## config.mk

```make
export PLATFORM = sky130hd
export DESIGN_NAME = contiguous_extent_allocator
export DESIGN_NICKNAME = d
export VERILOG_FILES = /design/src/rtl/cea_pkg.sv /design/src/rtl/contiguous_extent_allocator.sv /design/src/rtl/cea_dir_ram.sv /design/src/rtl/cea_free_map.sv
export SDC_FILE = /design/constraint.sdc
export NUM_CORES = 2
export LEC_CHECK = 0
export BUFFER_PORTS_ARGS = -buffer_cell sky130_fd_sc_hd__buf_2
export CAP_MARGIN = 10
export CORE_ASPECT_RATIO = 1.75
export CORE_MARGIN = 5
export CORE_UTILIZATION = 45
export DETAILED_ROUTE_END_ITERATION = 6
export GPL_TIMING_DRIVEN = 0
export SLEW_MARGIN = 5
export SYNTH_ARGS = -nofsm -noshare
export SYNTH_HDL_FRONTEND = slang
export SYNTH_HIERARCHICAL = 1
export SYNTH_SLANG_ARGS = --single-unit
```

## constraint.sdc

```tcl
create_clock -name i_clk -period 11.7 [get_ports i_clk]
set_input_delay 0.585 -clock i_clk [delete_from_list [all_inputs] [get_ports i_clk]]
set_output_delay 0.585 -clock i_clk [all_outputs]
set_load 0.03 [all_outputs]
```

## src/rtl/cea_pkg.sv

```systemverilog
`timescale 1ns / 1ps
`default_nettype none

package cea_pkg;

    localparam int DISK_BLOCKS_DEF = 32;
    localparam int DIR_SLOTS_DEF   = 16;
    localparam int NAME_CHARS_DEF  = 9;

    localparam int NAME_LEN  = 9;
    localparam int NAME_W    = 8 * NAME_LEN;
    localparam int HEAD_W    = 64;
    localparam int TAIL_W    = 8;
    localparam int START_W   = 5;
    localparam int COUNT_W   = 6;
    localparam int STATUS_W  = 3;
    localparam int SLOT_W    = 4;
    localparam int MAP_W     = 32;

    typedef enum logic [STATUS_W-1:0] {
        ST_STORED   = 3'd0,
        ST_NOSPACE  = 3'd1,
        ST_DIRFULL  = 3'd2,
        ST_DELETED  = 3'd3,
        ST_NOTFOUND = 3'd4
    } t_status;

    typedef struct packed {
        logic [NAME_W-1:0]  name;
        logic [START_W-1:0] start;
        logic [COUNT_W-1:0] length;
    } t_entry;

    typedef struct packed {
        logic               set_used;
        logic               set_free;
        logic [START_W-1:0] start;
        logic [COUNT_W-1:0] count;
    } t_map_ctl;

    // A name ends at its first zero character and keeps at most nchars characters.
    function automatic logic [NAME_W-1:0] norm_name(
        input logic [HEAD_W-1:0] head,
        input logic [TAIL_W-1:0] tail,
        input int unsigned       nchars
    );
        logic [NAME_W-1:0] raw;
        logic [NAME_W-1:0] res;
        logic              ended;
        raw   = {tail, head};
        res   = '0;
        ended = 1'b0;
        for (int k = 0; k < NAME_LEN; k++) begin
            if (raw[8*k +: 8] == 8'd0) begin
                ended = 1'b1;
            end
            if (!ended && (k < int'(nchars))) begin
                res[8*k +: 8] = raw[8*k +: 8];
            end
        end
        return res;
    endfunction

endpackage

`default_nettype wire

```

## src/rtl/contiguous_extent_allocator.sv

```systemverilog
// Flow: a create passes through S_CREATE and then S_PUSH before its result is registered; a
// delete passes through S_SEARCH, where the name search reads one directory entry per cycle.
// A new transaction is accepted once its predecessor's result is loaded into the output register,
// so the block takes no new request until then; a result may wait in the output register.
// Reset (synchronous, active low) marks every block free and every directory slot empty;
// the directory memory itself is not cleared.
`timescale 1ns / 1ps
`default_nettype none

module contiguous_extent_allocator #(
    parameter int DISK_BLOCKS = cea_pkg::DISK_BLOCKS_DEF,
    parameter int DIR_SLOTS   = cea_pkg::DIR_SLOTS_DEF,
    parameter int NAME_CHARS  = cea_pkg::NAME_CHARS_DEF
) (
    input  wire logic                          i_clk,
    input  wire logic                          i_rst_n,
    input  wire logic                          i_in_valid,
    output logic                               o_in_stall,
    input  wire logic                          i_action,
    input  wire logic [cea_pkg::HEAD_W-1:0]    i_name_head,
    input  wire logic [cea_pkg::TAIL_W-1:0]    i_name_tail,
    input  wire logic [cea_pkg::START_W-1:0]   i_start_block,
    input  wire logic [cea_pkg::COUNT_W-1:0]   i_block_count,
    output logic                               o_out_valid,
    input  wire logic                          i_out_stall,
    output logic [cea_pkg::STATUS_W-1:0]       o_status,
    output logic [cea_pkg::SLOT_W-1:0]         o_slot,
    output logic [cea_pkg::MAP_W-1:0]          o_free_map
);

    localparam int           AW     = $clog2(DIR_SLOTS);
    localparam logic [AW:0]  SlotsN = (AW+1)'(DIR_SLOTS);
    localparam logic [AW-1:0] Last  = AW'(DIR_SLOTS - 1);

    typedef enum logic [3:0] {
        S_IDLE   = 4'b0001,
        S_CREATE = 4'b0010,
        S_SEARCH = 4'b0100,
        S_PUSH   = 4'b1000
    } t_state;

    t_state                          r_state, n_state;
    logic [cea_pkg::NAME_W-1:0]      r_name;
    logic [cea_pkg::START_W-1:0]     r_start;
    logic [cea_pkg::COUNT_W-1:0]     r_count;
    logic [DIR_SLOTS-1:0]            r_live, n_live;
    logic [AW:0]                     r_rd_idx, n_rd_idx;
    logic                            r_chk_vld, n_chk_vld;
    logic [AW-1:0]                   r_chk_idx, n_chk_idx;
    cea_pkg::t_status                r_status, n_status;
    logic [AW-1:0]                   r_slot_idx, n_slot_idx;
    logic                            r_out_vld;
    logic [cea_pkg::STATUS_W-1:0]    r_out_status;
    logic [cea_pkg::SLOT_W-1:0]      r_out_slot;
    logic [cea_pkg::MAP_W-1:0]       r_out_map;

    logic                            w_accept;
    logic                            w_load;
    logic                            w_have_free;
    logic [AW-1:0]                   w_free_idx;
    logic                            w_match;
    logic                            w_wr_en;
    logic                            w_rd_en;
    cea_pkg::t_entry                 w_wr_data;
    cea_pkg::t_entry                 w_rd_data;
    cea_pkg::t_map_ctl               w_map_ctl;
    logic                            w_fits;
    logic [DISK_BLOCKS-1:0]          w_free_bits;
    logic [cea_pkg::MAP_W-1:0]       w_map32;
    logic [cea_pkg::SLOT_W-1:0]      w_slot4;

    cea_dir_ram #(
        .DIR_SLOTS (DIR_SLOTS),
        .AW        (AW)
    ) u_dir (
        .i_clk     (i_clk),
        .i_wr_en   (w_wr_en),
        .i_wr_addr (w_free_idx),
        .i_wr_data (w_wr_data),
        .i_rd_en   (w_rd_en),
        .i_rd_addr (r_rd_idx[AW-1:0]),
        .o_rd_data (w_rd_data)
    );

    cea_free_map #(
        .DISK_BLOCKS (DISK_BLOCKS)
    ) u_map (
        .i_clk       (i_clk),
        .i_rst_n     (i_rst_n),
        .i_ctl       (w_map_ctl),
        .o_fits      (w_fits),
        .o_free_bits (w_free_bits)
    );

    generate
        if (DISK_BLOCKS >= cea_pkg::MAP_W) begin : g_map_cut
            assign w_map32 = w_free_bits[cea_pkg::MAP_W-1:0];
        end else begin : g_map_ext
            assign w_map32 = {{(cea_pkg::MAP_W - DISK_BLOCKS){1'b0}}, w_free_bits};
        end
        if (AW >= cea_pkg::SLOT_W) begin : g_slot_cut
            assign w_slot4 = r_slot_idx[cea_pkg::SLOT_W-1:0];
        end else begin : g_slot_ext
            assign w_slot4 = {{(cea_pkg::SLOT_W - AW){1'b0}}, r_slot_idx};
        end
    endgenerate

    assign o_in_stall = (r_state != S_IDLE);
    assign w_accept   = i_in_valid && !o_in_stall;
    assign w_load     = (r_state == S_PUSH) && (!r_out_vld || !i_out_stall);
    assign w_wr_data  = '{name: r_name, start: r_start, length: r_count};
    assign w_match    = r_chk_vld && r_live[r_chk_idx] && (w_rd_data.name == r_name);

    always_comb begin
        w_have_free = 1'b0;
        w_free_idx  = '0;
        for (int s = DIR_SLOTS - 1; s >= 0; s--) begin
            if (!r_live[s]) begin
                w_have_free = 1'b1;
                w_free_idx  = AW'(s);
            end
        end
    end

    always_comb begin
        n_state    = r_state;
        n_live     = r_live;
        n_rd_idx   = r_rd_idx;
        n_chk_vld  = 1'b0;
        n_chk_idx  = r_chk_idx;
        n_status   = r_status;
        n_slot_idx = r_slot_idx;
        w_wr_en    = 1'b0;
        w_rd_en    = 1'b0;
        w_map_ctl  = '{set_used: 1'b0, set_free: 1'b0, start: r_start, count: r_count};
        unique case (r_state)
            S_IDLE: begin
                if (w_accept) begin
                    n_state  = i_action ? S_SEARCH : S_CREATE;
                    n_rd_idx = '0;
                end
            end
            S_CREATE: begin
                n_state    = S_PUSH;
                n_slot_idx = '0;
                if (!w_fits) begin
                    n_status = cea_pkg::ST_NOSPACE;
                end else if (!w_have_free) begin
                    n_status = cea_pkg::ST_DIRFULL;
                end else begin
                    n_status           = cea_pkg::ST_STORED;
                    n_slot_idx         = w_free_idx;
                    n_live[w_free_idx] = 1'b1;
                    w_wr_en            = 1'b1;
                    w_map_ctl.set_used = 1'b1;
                end
            end
            S_SEARCH: begin
                w_rd_en   = (r_rd_idx < SlotsN);
                n_chk_vld = w_rd_en;
                n_chk_idx = r_rd_idx[AW-1:0];
                n_rd_idx  = w_rd_en ? r_rd_idx + 1'b1 : r_rd_idx;
                w_map_ctl.start = w_rd_data.start;
                w_map_ctl.count = w_rd_data.length;
                if (w_match) begin
                    n_state            = S_PUSH;
                    n_status           = cea_pkg::ST_DELETED;
                    n_slot_idx         = r_chk_idx;
                    n_live[r_chk_idx]  = 1'b0;
                    w_map_ctl.set_free = 1'b1;
                    n_chk_vld          = 1'b0;
                end else if (r_chk_vld && (r_chk_idx == Last)) begin
                    n_state    = S_PUSH;
                    n_status   = cea_pkg::ST_NOTFOUND;
                    n_slot_idx = '0;
                    n_chk_vld  = 1'b0;
                end
            end
            S_PUSH: begin
                if (w_load) begin
                    n_state = S_IDLE;
                end
            end
            default: begin
                n_state = S_IDLE;
            end
        endcase
    end

    always_ff @(posedge i_clk) begin
        if (!i_rst_n) begin
            r_state   <= S_IDLE;
            r_live    <= '0;
            r_rd_idx  <= '0;
            r_chk_vld <= 1'b0;
            r_out_vld <= 1'b0;
        end else begin
            r_state   <= n_state;
            r_live    <= n_live;
            r_rd_idx  <= n_rd_idx;
            r_chk_vld <= n_chk_vld;
            r_out_vld <= w_load || (r_out_vld && i_out_stall);
        end
    end

    always_ff @(posedge i_clk) begin
        r_chk_idx  <= n_chk_idx;
        r_status   <= n_status;
        r_slot_idx <= n_slot_idx;
        if (w_accept) begin
            r_name  <= cea_pkg::norm_name(i_name_head, i_name_tail, NAME_CHARS);
            r_start <= i_start_block;
            r_count <= i_block_count;
        end
        if (w_load) begin
            r_out_status <= r_status;
            r_out_slot   <= w_slot4;
            r_out_map    <= w_map32;
        end
    end

    assign o_out_valid = r_out_vld;
    assign o_status    = r_out_status;
    assign o_slot      = r_out_slot;
    assign o_free_map  = r_out_map;

    a_live_quiet: assert property (@(posedge i_clk) disable iff (!i_rst_n)
        (r_state == S_IDLE || r_state == S_PUSH) |=> $stable(r_live))
        else $error("Slot occupancy changed outside create or search.");

    a_map_quiet: assert property (@(posedge i_clk) disable iff (!i_rst_n)
        (r_state == S_IDLE || r_state == S_PUSH) |=> $stable(w_free_bits))
        else $error("Free map changed outside create or search.");

    a_store_live: assert property (@(posedge i_clk) disable iff (!i_rst_n)
        (r_state == S_CREATE && w_fits && w_have_free) |=> r_live[$past(w_free_idx)])
        else $error("Stored extent did not occupy its slot.");

    a_search_bound: assert property (@(posedge i_clk) disable iff (!i_rst_n)
        (r_state == S_SEARCH) |-> (r_rd_idx <= SlotsN))
        else $error("Directory search ran past the last slot.");

    a_push_one: assert property (@(posedge i_clk) disable iff (!i_rst_n)
        w_load |=> (r_out_vld && r_state == S_IDLE))
        else $error("Result load did not complete the transaction.");

endmodule

`default_nettype wire

```

## src/rtl/cea_dir_ram.sv

```systemverilog
`timescale 1ns / 1ps
`default_nettype none

module cea_dir_ram #(
    parameter int DIR_SLOTS = cea_pkg::DIR_SLOTS_DEF,
    parameter int AW        = $clog2(DIR_SLOTS)
) (
    input  wire logic            i_clk,
    input  wire logic            i_wr_en,
    input  wire logic [AW-1:0]   i_wr_addr,
    input  wire cea_pkg::t_entry i_wr_data,
    input  wire logic            i_rd_en,
    input  wire logic [AW-1:0]   i_rd_addr,
    output cea_pkg::t_entry      o_rd_data
);

    cea_pkg::t_entry r_mem [DIR_SLOTS];
    cea_pkg::t_entry r_rd_data;

    always_ff @(posedge i_clk) begin
        if (i_wr_en) begin
            r_mem[i_wr_addr] <= i_wr_data;
        end
        if (i_rd_en) begin
            r_rd_data <= r_mem[i_rd_addr];
        end
    end

    assign o_rd_data = r_rd_data;

endmodule

`default_nettype wire

```

## src/rtl/cea_free_map.sv

```systemverilog
`timescale 1ns / 1ps
`default_nettype none

module cea_free_map #(
    parameter int DISK_BLOCKS = cea_pkg::DISK_BLOCKS_DEF
) (
    input  wire logic                   i_clk,
    input  wire logic                   i_rst_n,
    input  wire cea_pkg::t_map_ctl      i_ctl,
    output logic                        o_fits,
    output logic [DISK_BLOCKS-1:0]      o_free_bits
);

    localparam logic [6:0] DiskLim = 7'(DISK_BLOCKS);

    logic [6:0]             w_end;
    logic                   w_inside;
    logic [DISK_BLOCKS-1:0] w_mask;
    logic [DISK_BLOCKS-1:0] r_free;
    logic [DISK_BLOCKS-1:0] n_free;

    always_comb begin
        w_end    = 7'(i_ctl.start) + 7'(i_ctl.count);
        w_inside = (w_end <= DiskLim);
        for (int b = 0; b < DISK_BLOCKS; b++) begin
            w_mask[b] = (7'(b) >= 7'(i_ctl.start)) && (7'(b) < w_end);
        end
        o_fits = w_inside && ((r_free & w_mask) == w_mask);
        n_free = r_free;
        if (i_ctl.set_used) begin
            n_free = r_free & ~w_mask;
        end else if (i_ctl.set_free) begin
            n_free = r_free | w_mask;
        end
    end

    always_ff @(posedge i_clk) begin
        if (!i_rst_n) begin
            r_free <= '1;
        end else begin
            r_free <= n_free;
        end
    end

    assign o_free_bits = r_free;

endmodule

`default_nettype wire
```

==> metrics.txt <==
status=finished with violations; failing checks=capacitance limit; layout cells sized above 1=between 20 and 25%; root buffer cell=clkbuf_16; RSZ-0062 raised after global routing=false; CORE AREA=137000 um2; Fmax=between 0.1 and 0.15 GHz; main combinational cell family by area after synthesis=multiplexers; #FFs+latches synth=between 1500 and 2000; most frequent cells in the layout=edfxtp_1, mux4_2, nand2_1; initial core utilization=~45%; Final Skew=between 0.015 and 0.02 ns; maximum clock insertion buffer count=3; hold path start=i_name_head[0]; final std cells w/o fill=approximately 5400; DIE WIDTH=roughly 290 um; Worst Path Arrival=10.08 ns; clock-pin slew on the worst setup and hold paths=about 0.07 ns; Antenna Violating Nets Remaining=0; EDFF count, synth=between 1500 and 2000; Row Count=180; Worst VDD drop=~0.15 mV; worst hold margin=just under 0.09 ns; slowest CP cell=nor2_2; drt wl/cell=about 30 um; commonest non-fill, non-tap cell in the layout=edfxtp_1; Max-slew headroom=0.901%; ys flop type=edfxtp_1; worst path required time=around 12 ns; CTS tree=yes; largest net degree at the start of global routing=62; clock sinks=1603; Syn Inst Count=3115; most used cell, CP=buf_6; HP Class=primary input to register; Setup crit start kind=register; worst reg2reg path startpoint=r_state[0]$_SDFFE_PN1P_; Mean Syn Cell Area=around 20 um2; critical path class=register to register; nets=roughly 3600; Setup crit end kind=register; Final setup viols=0; Die ar.=approximately 150000 um2; drt pass-1 iters=5; Placer Congestion=slightly above 0.9; min Tclk post-route=roughly 9.6 ns; Cells after DPL=about 5200; worst hold path depth=2; GR Overflow Total=0; HPWL Detailed=around 110000 um; via count=32048; Synth area leaders=edfxtp_1, mux4_2, a22oi_1, dfxtp_1, nand2_1; first-pass GRT wire length=between 200000 and 250000 um; post-synthesis sequential area ratio=between 70% and 80%; Adder-Cell Fraction of Synth Area=less than 1%; Initial DRC Count=2941; Crit path largest cell delay=roughly 0.84 ns; via count of the first global-routing pass=between 30000 and 40000; multiplexer area fraction after synthesis=between 10% and 20%; H-Tree Level Count=4; final-report hold violation count=0; Power, Total=11.7 mW; MaxCap Viol Count=1; R2R Setup Slk=just over 2 ns; Worst Path Max Fanout=17; post-synth net total=3210; GRT Total Usage=between 20% and 30%; reg-to-reg endpoint=u_dir/r_mem[12][81]$_DFFE_PP_; Yosys cell types=85; PwrDens=164 nW/um2; Static Leak=22.5 nW; share of the synthesized area in the top cell type=roughly 75%; clk_lat worst skew=between 0.7 and 0.8 ns; Yosys top cell by area=edfxtp_1; Post-Syn Area=about 62000 um2; Tcrit/Tclk final=about 80%; Synth Area in Compound Gates=4.62%; Ys Warns=6; port bufs=roughly 130; Simple-Gate Fraction of Synth Area=4.16%; Num CTS Buffers=~140; Die Y=between 500 and 600 um; I/O pin count=around 130; worst slew pin tran=between 1 and 1.5 ns; Post-Synth XOR/XNOR Area=less than 1%; R2R cell count=25; Layout area overhead=15.1%; Async SR Flop Fraction=0%; DRC viols=0; Worst Hold End=r_name[0]$_SDFFCE_PP0P_; initial antenna violation count=4; Final Slew Violations=0; routed wire length=165000 um; DR vias/cell=slightly below 6
## power breakdown
group,total (mW),internal (mW),switching (mW)
clock network,4.65,2.55,2.10
registers,6.58,6.43,0.153
logic,0.505,0.158,0.347
total,11.7,9.14,2.60
## worst max-delay path, delay by kind of cell (launching register included)
family,cells,cell delay [ns]
compound gates,3,1.29
simple gates,10,3.98
fa+ha+maj,2,0.77
flops,1,0.41
buf+inv,10,2.80
## registers in the layout, summed over array words and instances (netlist names), 3 cells and up, named ones only
signal and flops:
u_dir/r_mem 1328, u_dir/o_rd_data 83, r_name 72, o_free_map 32
r_live 16, r_count 6, r_rd_idx 5, r_start 5
o_slot 4, r_chk_idx 4, r_slot_idx 4, r_state 4
o_status 3, r_status 3
## what timing repair did
item | 4_1_cts | 5_1_grt
hold endpoints to repair | 12 | 0
gates resized for setup | 0 | 0
buffers inserted | 0 | 0
hold buffers | 12 | 0
## worst max path at each step
| stage | slack (ns) | from | cells after the start | end |
|---|---|---|---|---|
| CTS | 2.07 | r_state[0]$_SDFFE_PN1P_ | 25 | u_dir/r_mem[12][76]$_DFFE_PP_ |
| global route | 1.62 | r_state[0]$_SDFFE_PN1P_ | 27 | u_dir/r_mem[12][78]$_DFFE_PP_ |
| finish | 2.08 | r_state[0]$_SDFFE_PN1P_ | 25 | u_dir/r_mem[12][81]$_DFFE_PP_ |
| global placement | -10.04 | r_state[0]$_SDFFE_PN1P_ | 18 | u_dir/r_mem[4][78]$_DFFE_PP_ |
| floorplan | 0.37 | r_state[2]$_SDFFE_PN0P_ | 20 | u_dir/r_mem[0][0]$_DFFE_PP_ |
| detailed placement | 2.13 | r_state[0]$_SDFFE_PN1P_ | 25 | u_dir/r_mem[12][78]$_DFFE_PP_ |
## logic make-up after synthesis
group	after synthesis
fa+ha+maj	7
simple gates	508
flops	1603
xor+xnor	49
mux	337
buf+inv	206
compound gates	405
## cells in the mapped netlist, types with 5 or more instances
cell and number:
nand3_1 22, o2111ai_1 10, buf_2 44, xnor2_1 38, xor2_1 11, nand2b_1 24
mux4_2 336, clkbuf_1 77, a211oi_1 10, a22oi_1 168, nor2b_1 21, nor4_1 25
o21a_1 9, a31oi_1 11, dfxtp_1 59, o21ai_0 49, o22ai_1 9, o221ai_1 5
nor3_1 25, edfxtp_1 1544, a21o_1 6, a21oi_1 60, and3_1 22, and4_1 6
nand2_1 181, and2_1 69, buf_4 12, inv_1 43, buf_1 10, ha_1 6
nand4_1 15, nor2_1 69, a21boi_0 5, o21bai_1 10, buf_6 17
## stage by stage
| stage | util, % | TNS (ns) | cell area (um2) | worst slack, ns |
|---|---|---|---|---|
| 2_1_floorplan | - | 0 | 62100 | 0.365 |
| 3_3_place_gp | 47.3 | -7834.92 | 65000 | -10.04 |
| 3_5_place_dp | 48.6 | 0 | 66800 | 2.13 |
| 4_1_cts | 52.0 | 0 | 71500 | 2.07 |
| 5_1_grt | 52.0 | 0 | 71500 | 1.62 |
| 6_report | 52.0 | 0 | 71500 | 2.08 |
## routing by layer
metal  up-vias  routed length (um)  global-route usage, %
met1     16963               59900                   27.0
met2      1206               87800                   40.7
met3       288                9130                   3.42
li1      13591                   -                      -
met5         -                   0                      0
met4         0                7890                   9.38
## area by class of cell
cell class                      count  area (um2)
Timing Repair Buffer              243        2390
Clock buffer                      167        3730
Fill cell                       10918       65900
Tap cell                         1820        2280
Antenna cell                        1        2.50
Clock inverter                     93         843
Inverter                           45         179
Buffer                            161         833
Sequential cell                  1603       47500
Multi-Input combinational cell   1306       13700
No activity file was read; power rests on OpenSTA's default activity.
